===== config.mk =====
export PLATFORM = sky130hd
export DESIGN_NAME = serial_command_deframer
export DESIGN_NICKNAME = d
export VERILOG_FILES = /design/src/sv/scd_pkg.sv /design/src/sv/scd_step.sv /design/src/sv/scd_rsp_reg.sv /design/src/sv/serial_command_deframer.sv
export SDC_FILE = /design/constraint.sdc
export NUM_CORES = 1
export LEC_CHECK = 0
export ABC_AREA = 0
export BUFFER_PORTS_ARGS = -buffer_cell sky130_fd_sc_hd__buf_2
export CORE_MARGIN = 5
export CORE_UTILIZATION = 50
export DETAILED_ROUTE_END_ITERATION = 10
export PLACE_DENSITY = 0.72
export SETUP_SLACK_MARGIN = 0.1
export SLEW_MARGIN = 20
export SYNTH_ARGS = -nofsm -noshare
export SYNTH_HDL_FRONTEND = slang
export SYNTH_SLANG_ARGS = --single-unit

===== constraint.sdc =====
create_clock -name clock -period 5.9 [get_ports clock]
set_input_delay 0.59 -clock clock [delete_from_list [all_inputs] [get_ports clock]]
set_output_delay 0.59 -clock clock [all_outputs]
set_load 0.01 [all_outputs]

===== src/sv/scd_pkg.sv =====
// ----------------------------------------------------------------------------
// Serial command deframer package
// Framing characters, event codes and the result record that the deframer
// stages hand to each other.
// ----------------------------------------------------------------------------
`timescale 1ns / 1ps

package scd_pkg;

   localparam logic [7:0] NO_DATA_CHAR = 8'hFF;
   localparam logic [7:0] START_CHAR   = 8'h23;
   localparam logic [7:0] END_CHAR     = 8'h24;
   localparam logic [7:0] POLL_CHAR    = 8'h26;

   localparam int STOP_LEN = 4;
   localparam logic [7:0] STOP_TEXT [STOP_LEN] = '{8'h73, 8'h74, 8'h6F, 8'h70};

   typedef enum logic [2:0] {
      EV_BYTE    = 3'd0,
      EV_COMMIT  = 3'd1,
      EV_POLL    = 3'd2,
      EV_INVALID = 3'd3,
      EV_LONG    = 3'd4,
      EV_EMPTY   = 3'd5
   } event_kind_type;

   typedef struct packed {
      event_kind_type kind;
      logic [7:0]     payload_byte;
      logic [6:0]     frame_length;
      logic           is_stop;
   } event_type;

endpackage


===== src/sv/scd_step.sv =====
// ----------------------------------------------------------------------------
// Deframer step
// Holds the frame state and decodes one received byte into at most one event.
// ----------------------------------------------------------------------------
`timescale 1ns / 1ps

module scd_step #(
   parameter int MAX_PAYLOAD = 127
) (
   input  logic              clock,
   input  logic              reset,
   input  logic              step_en,
   input  logic [7:0]        rx_byte,
   output logic              ev_valid,
   output scd_pkg::event_type ev
);
   import scd_pkg::*;

   localparam int CNT_W = $clog2(MAX_PAYLOAD + 1);
   localparam int EXT_W = 11;

   logic             in_frame_ff, in_frame_in;
   logic [CNT_W-1:0] byte_count_ff, byte_count_in;
   logic             stop_match_ff, stop_match_in;
   logic [EXT_W-1:0] count_ext;
   logic [CNT_W-1:0] count_inc;

   assign count_ext = EXT_W'(byte_count_ff);
   assign count_inc = byte_count_ff + CNT_W'(1);

   always_comb begin
      in_frame_in   = in_frame_ff;
      byte_count_in = byte_count_ff;
      stop_match_in = stop_match_ff;
      ev_valid      = 1'b0;
      ev            = '{kind: EV_BYTE, payload_byte: 8'h00, frame_length: 7'd0,
                        is_stop: 1'b0};
      if (rx_byte == NO_DATA_CHAR) begin
         ev_valid = 1'b0;
      end else if (rx_byte == POLL_CHAR) begin
         ev_valid = 1'b1;
         ev.kind  = EV_POLL;
      end else if (!in_frame_ff) begin
         if (rx_byte == START_CHAR) begin
            in_frame_in   = 1'b1;
            byte_count_in = '0;
            stop_match_in = 1'b1;
         end else begin
            ev_valid = 1'b1;
            ev.kind  = EV_INVALID;
         end
      end else if (rx_byte == END_CHAR) begin
         in_frame_in   = 1'b0;
         byte_count_in = '0;
         stop_match_in = 1'b1;
         ev_valid      = 1'b1;
         if (byte_count_ff == '0) begin
            ev.kind = EV_EMPTY;
         end else begin
            ev.kind         = EV_COMMIT;
            ev.frame_length = 7'(byte_count_ff);
            ev.is_stop      = stop_match_ff && (count_ext == EXT_W'(STOP_LEN));
         end
      end else if (byte_count_ff >= CNT_W'(MAX_PAYLOAD)) begin
         // Frame overflow: the byte is dropped and the frame is abandoned.
         in_frame_in     = 1'b0;
         byte_count_in   = '0;
         stop_match_in   = 1'b1;
         ev_valid        = 1'b1;
         ev.kind         = EV_LONG;
         ev.frame_length = 7'(byte_count_ff);
      end else begin
         if (count_ext < EXT_W'(STOP_LEN)) begin
            if (rx_byte != STOP_TEXT[count_ext[1:0]]) begin
               stop_match_in = 1'b0;
            end
         end else begin
            stop_match_in = 1'b0;
         end
         byte_count_in   = count_inc;
         ev_valid        = 1'b1;
         ev.kind         = EV_BYTE;
         ev.payload_byte = rx_byte;
         ev.frame_length = 7'(count_inc);
      end
   end

   always_ff @(posedge clock) begin
      if (reset) begin
         in_frame_ff   <= 1'b0;
         byte_count_ff <= '0;
         stop_match_ff <= 1'b1;
      end else if (step_en) begin
         in_frame_ff   <= in_frame_in;
         byte_count_ff <= byte_count_in;
         stop_match_ff <= stop_match_in;
      end
   end

endmodule


===== src/sv/scd_rsp_reg.sv =====
// ----------------------------------------------------------------------------
// Deframer result register
// Holds one event until the downstream side takes the transaction.
// ----------------------------------------------------------------------------
`timescale 1ns / 1ps

module scd_rsp_reg (
   input  logic               clock,
   input  logic               reset,
   input  logic               load,
   input  scd_pkg::event_type load_ev,
   output logic               free,
   input  logic               rsp_ready,
   output logic               rsp_valid,
   output scd_pkg::event_type rsp_ev
);
   import scd_pkg::*;

   logic      valid_ff, valid_in;
   event_type ev_ff;

   assign free      = !valid_ff || rsp_ready;
   assign valid_in  = load || (valid_ff && !rsp_ready);
   assign rsp_valid = valid_ff;
   assign rsp_ev    = ev_ff;

   always_ff @(posedge clock) begin
      if (reset) begin
         valid_ff <= 1'b0;
      end else begin
         valid_ff <= valid_in;
      end
   end

   always_ff @(posedge clock) begin
      if (load) begin
         ev_ff <= load_ev;
      end
   end

endmodule


===== src/sv/serial_command_deframer.sv =====
// ----------------------------------------------------------------------------
// Serial command deframer
// Input register, then result register; no-data and frame-start bytes give no result.
// Throughput: one byte per cycle while the result channel keeps up.
// Reset: synchronous, active high; clears both registers and returns to waiting.
// ----------------------------------------------------------------------------
`timescale 1ns / 1ps

module serial_command_deframer #(
   parameter int MAX_PAYLOAD = 127
) (
   input  logic       clock,
   input  logic       reset,
   input  logic       req_valid,
   output logic       req_ready,
   input  logic [7:0] req_rx_byte,
   output logic       rsp_valid,
   input  logic       rsp_ready,
   output logic [2:0] rsp_event_kind,
   output logic [7:0] rsp_payload_byte,
   output logic [6:0] rsp_frame_length,
   output logic       rsp_is_stop
);
   import scd_pkg::*;

   logic       in_valid_ff, in_valid_in;
   logic [7:0] in_byte_ff;
   logic       advance;
   logic       ev_valid;
   event_type  ev;
   logic       out_free;
   event_type  rsp_ev;

   // The held byte is retired once its event (if any) fits in the result register.
   assign advance     = in_valid_ff && (!ev_valid || out_free);
   assign req_ready   = !in_valid_ff || advance;
   assign in_valid_in = (req_valid && req_ready) || (in_valid_ff && !advance);

   always_ff @(posedge clock) begin
      if (reset) begin
         in_valid_ff <= 1'b0;
      end else begin
         in_valid_ff <= in_valid_in;
      end
   end

   always_ff @(posedge clock) begin
      if (req_valid && req_ready) begin
         in_byte_ff <= req_rx_byte;
      end
   end

   scd_step #(
      .MAX_PAYLOAD(MAX_PAYLOAD)
   ) u_step (
      .clock   (clock),
      .reset   (reset),
      .step_en (advance),
      .rx_byte (in_byte_ff),
      .ev_valid(ev_valid),
      .ev      (ev)
   );

   scd_rsp_reg u_rsp (
      .clock    (clock),
      .reset    (reset),
      .load     (advance && ev_valid),
      .load_ev  (ev),
      .free     (out_free),
      .rsp_ready(rsp_ready),
      .rsp_valid(rsp_valid),
      .rsp_ev   (rsp_ev)
   );

   assign rsp_event_kind   = rsp_ev.kind;
   assign rsp_payload_byte = rsp_ev.payload_byte;
   assign rsp_frame_length = rsp_ev.frame_length;
   assign rsp_is_stop      = rsp_ev.is_stop;

`ifndef NO_ASSERTIONS
   a_load_shows: assert property (@(posedge clock) disable iff (reset)
      (advance && ev_valid) |=> rsp_valid)
      else $error("loaded event did not appear on the result channel");

   a_stop_commit: assert property (@(posedge clock) disable iff (reset)
      (rsp_valid && rsp_is_stop) |->
         (rsp_event_kind == EV_COMMIT && rsp_frame_length == 7'd4))
      else $error("stop flag on something other than a four-byte commit");

   a_payload_zero: assert property (@(posedge clock) disable iff (reset)
      (rsp_valid && rsp_event_kind != EV_BYTE) |-> (rsp_payload_byte == 8'h00))
      else $error("payload byte set on a non-payload event");

   a_no_data_silent: assert property (@(posedge clock) disable iff (reset)
      (in_valid_ff && in_byte_ff == NO_DATA_CHAR) |-> (!ev_valid && advance))
      else $error("no-data byte produced an event or stalled");
`endif

endmodule


==> reports/metrics.csv <==
stage,metric,value,unit
cts,CTS tree,built,
layout,Layout area overhead,14.00,%
pwr,clock power share,0.333,
cts,clk buf depth,2,
global_routing,GR Util All Layers,0.1583,
setup_path,WP data required,5310,ps
cts,root buffer cell,clkbuf_8,
pwr,leak pwr,0.0008223,uW
pwr,Sw Share,0.2122,
cts,clock insertion delay at the later pin of the skew report,280,ps
placement,# port buffers,32,
sta,Final Hold Vio Count,0,
sta,setup TNS,0,ps
yosys,compound-cell area share of the yosys netlist,0.1118,
floorplanning,I/O Pins,33,
sta,Tmin final,2709,ps
yosys,adder-cell share of the synthesized area,0.03211,
detailed_routing,# DRC,0,
sta,Worst Tran Pin Value,721.9,ps
floorplanning,area of the core,3716,um^2
sta,"Slew Viols, Final",0,
yosys,number of synthesized flops with an enable pin,27,
global_routing,initial antenna violation count,0,
global_routing,first-pass GRT wire length,6.555,mm
global_routing,"Remaining Overflow, GRT",0,
layout,multi-input logic area,854.6,um^2
layout,fin nets,230,
setup_path,CP Launch Type,register,
sta,fmax,0.3692,GHz
yosys,Mapped Area,1948,um^2
yosys,yosys warns,0,
yosys,"area leader, netlist",edfxtp_1,
pwr,VDD IR max,0.1024,mV
yosys,Synth top area share,0.4162,
sta,fin crit share,0.4591,
pwr,P_int,384.6,uW
layout,share of cells above drive strength 1,0.2290,
floorplanning,Starting Density,0.5242,
global_routing,vias in the first global route,1396,
cts,post_cts resized,0,
sta,Final setup viols,0,
setup_path,Crit Path Category,reg -> out,
yosys,sequential element share of the synthesized area,0.5292,
yosys,predominant post-synthesis flop cell,edfxtp_1,
yosys,Synth Area in XOR/XNOR,0.02697,
pwr,Reg power frac,0.615,
layout,fillers,314,
layout,n_diodes,0,
detailed_routing,drt first pass iters,4,
job,Max Cap Violations,0,
sta,Layout Skew,1.846,ps
detailed_routing,"antenna viol nets, final",0,
setup_path,crit end category,output pin,
sta,headroom to the max-slew limit,0.5147,
cts,# hold bufs at CTS,0,
detailed_routing,vias per cell,5.515,
global_routing,largest net degree at the start of global routing,20,
cts,CTS H-tree lvls,2,
global_routing,met3 Usage GRT,0.03186,
cts,postcts setup bufs,0,
placement,routability-driven placement congestion ratio,0.9033,
sta,RSZ-0062 raised after global routing,false,
global_routing,busiest grt layer,met2,
pwr,Total Power,488.3,uW
cts,clock slew at reported path FFs,70,ps
detailed_routing,drt wl/cell,14.74,um
floorplanning,row count,22,
floorplanning,Die W,72.42,um
outcome,status,finished clean,
yosys,post-synthesis mux area share,0,
detailed_routing,Iter 0 DRT Violations,71,
pwr,Switch Pwr,103.6,uW
placement,DP Wirelength,2.971,mm
layout,FF/Latch Area,1031,um^2
pwr,Cell Pwr Density,219.8,nW/um^2
yosys,syn_nets,199,
setup_path,maximum fanout along the worst path,8,
yosys,cells taking the most area after synthesis,"edfxtp_1, dfxtp_1, ha_1, nor2_1, and2_1",
yosys,Async SR Flop Fraction,0,
pwr,Comb pwr share,0.052,
yosys,Syn Inst Count,182,
worst_hold_path,Hold WC Path Type,in -> reg,
global_routing,met2 usage in global routing,0.2659,
cts,total CTS buffers,5,
yosys,largest family of logic cells by synthesized area,simple AND/OR/NAND/NOR gates,
floorplanning,die area,5245,um^2
detailed_routing,detailed-route via count,1445,
setup_path,WP data arrival,2120,ps
yosys,simple-gate share of the synthesized area,0.2678,
global_routing,global-route met1 utilization,0.1995,
detailed_routing,routed wire length,3.862,mm
yosys,Yosys reg bits,38,
floorplanning,Die Y-Extent,72.42,um
yosys,Mapped Avg Cell Area,10.70,um^2
cts,Sink Count,38,
yosys,Cell variety after synth,45,
==> stage by stage <==
step                cells  setup slack, ps  utilization  hold WS, ps  instance area, um^2
floorplan             182             3589            -        443.2                 1948
global placement      254             3435       0.5758        473.3                 2140
detailed placement    254             3355       0.5758        489.3                 2140
CTS                   262             3185       0.5976        470.8                 2221
global route          262             3084       0.5976        468.1                 2221
finish                262             3191       0.5976        476.0                 2221
==> final cells by class <==
class | count | share of cell area
clock buffer | 6 | 0.03268
timing repair buffer | 33 | 0.07549
multi-input combinational | 128 | 0.3848
inverter | 7 | 0.01183
sequential | 38 | 0.4642
clock inverter | 2 | 0.003944
tap | 48 | 0.02704
==> worst max-delay path, cell delays in order, from the launching register on <==
cell,delay (ps)
edfxtp_1,490
or4_1,600
nor4_4,270
nand3b_1,210
nor2_1,80
inv_1,50
buf_2,120
==> per-layer routing <==
metal  wire [um]  share of wire
met1        1698           0.44
met5           0              0
met3         244          0.063
met4          60          0.016
met2        1859           0.48
==> placed cells by master, fill, tap and decap left out, drive strengths merged, types with 2 or more instances in the layout <==
cell type	netlist	layout
clkbuf	7	6
nor3	9	9
a21o	3	3
a211o	2	2
o21ai	3	3
or3	5	5
ha	5	5
and2	8	8
nand2b	3	3
buf	2	33
nor2b	6	6
xnor2	5	5
and3	2	2
nor2	16	16
inv	7	7
a21oi	7	7
dfxtp	11	11
edfxtp	27	27
nand4	2	2
a2111oi	2	2
clkinv	0	2
nand3	10	10
nand2	12	12
or4	5	5
o2111ai	2	2
nor4	7	7
==> state kept, by name, summed over array words and instances, names as in the netlist <==
| register | flops |
|---|---|
| u_rsp.rsp_ev | 19 |
| in_byte_ff | 8 |
| u_step.byte_count_ff | 7 |
| in_valid_ff | 1 |
| u_rsp.rsp_valid | 1 |
| u_step.in_frame_ff | 1 |
| u_step.stop_match_ff | 1 |
==> cell usage after synthesis (2+ instances only) <==
master,count
clkbuf_1,7
a21oi_1,7
and2_1,8
nand2_1,12
nand3_1,9
nor2b_1,5
a21o_1,3
and3_1,2
edfxtp_1,27
nand2b_1,3
o21ai_0,3
nand4_1,2
or4_1,4
nor2_1,16
nor3_1,9
inv_1,7
nor4_1,5
xnor2_1,5
or3_1,5
a2111oi_0,2
ha_1,5
dfxtp_1,11
a211o_1,2
buf_2,2
==> cells by family (layout without fill, tap and decap cells) <==
group / Yosys count / after routing
simple gates: 90 / 90
flops: 38 / 38
compound gates: 27 / 27
buf+inv: 16 / 48
fa+ha+maj: 5 / 5
xor+xnor: 6 / 6
==> power by group through the flow <==
stage | clock (uW) | combinational [uW] | sequential (uW)
6_report | 163 | 25.3 | 300
5_1_grt | 178 | 28.0 | 301
4_1_cts | 167 | 25.6 | 300
3_5_place_dp | 0 | 25.5 | 306
3_3_place_gp | 0 | 24.7 | 306
2_1_floorplan | 0 | 13.5 | 306
==> final timing paths <==
path	cells after the start	slack, ps	start	endpoint
setup / recovery	6	3190	in_byte_ff[3]$_DFFE_PP_	req_ready
hold reg to reg	1	510	u_step.stop_match_ff$_SDFFE_PP1P_	u_step.stop_match_ff$_SDFFE_PP1P_
setup reg to reg	5	3350	in_byte_ff[3]$_DFFE_PP_	u_rsp.rsp_ev[15]$_SDFFCE_PP0P_
hold / removal	1	480	req_rx_byte[0]	in_byte_ff[0]$_DFFE_PP_
No activity file was read; power rests on OpenSTA's default activity.
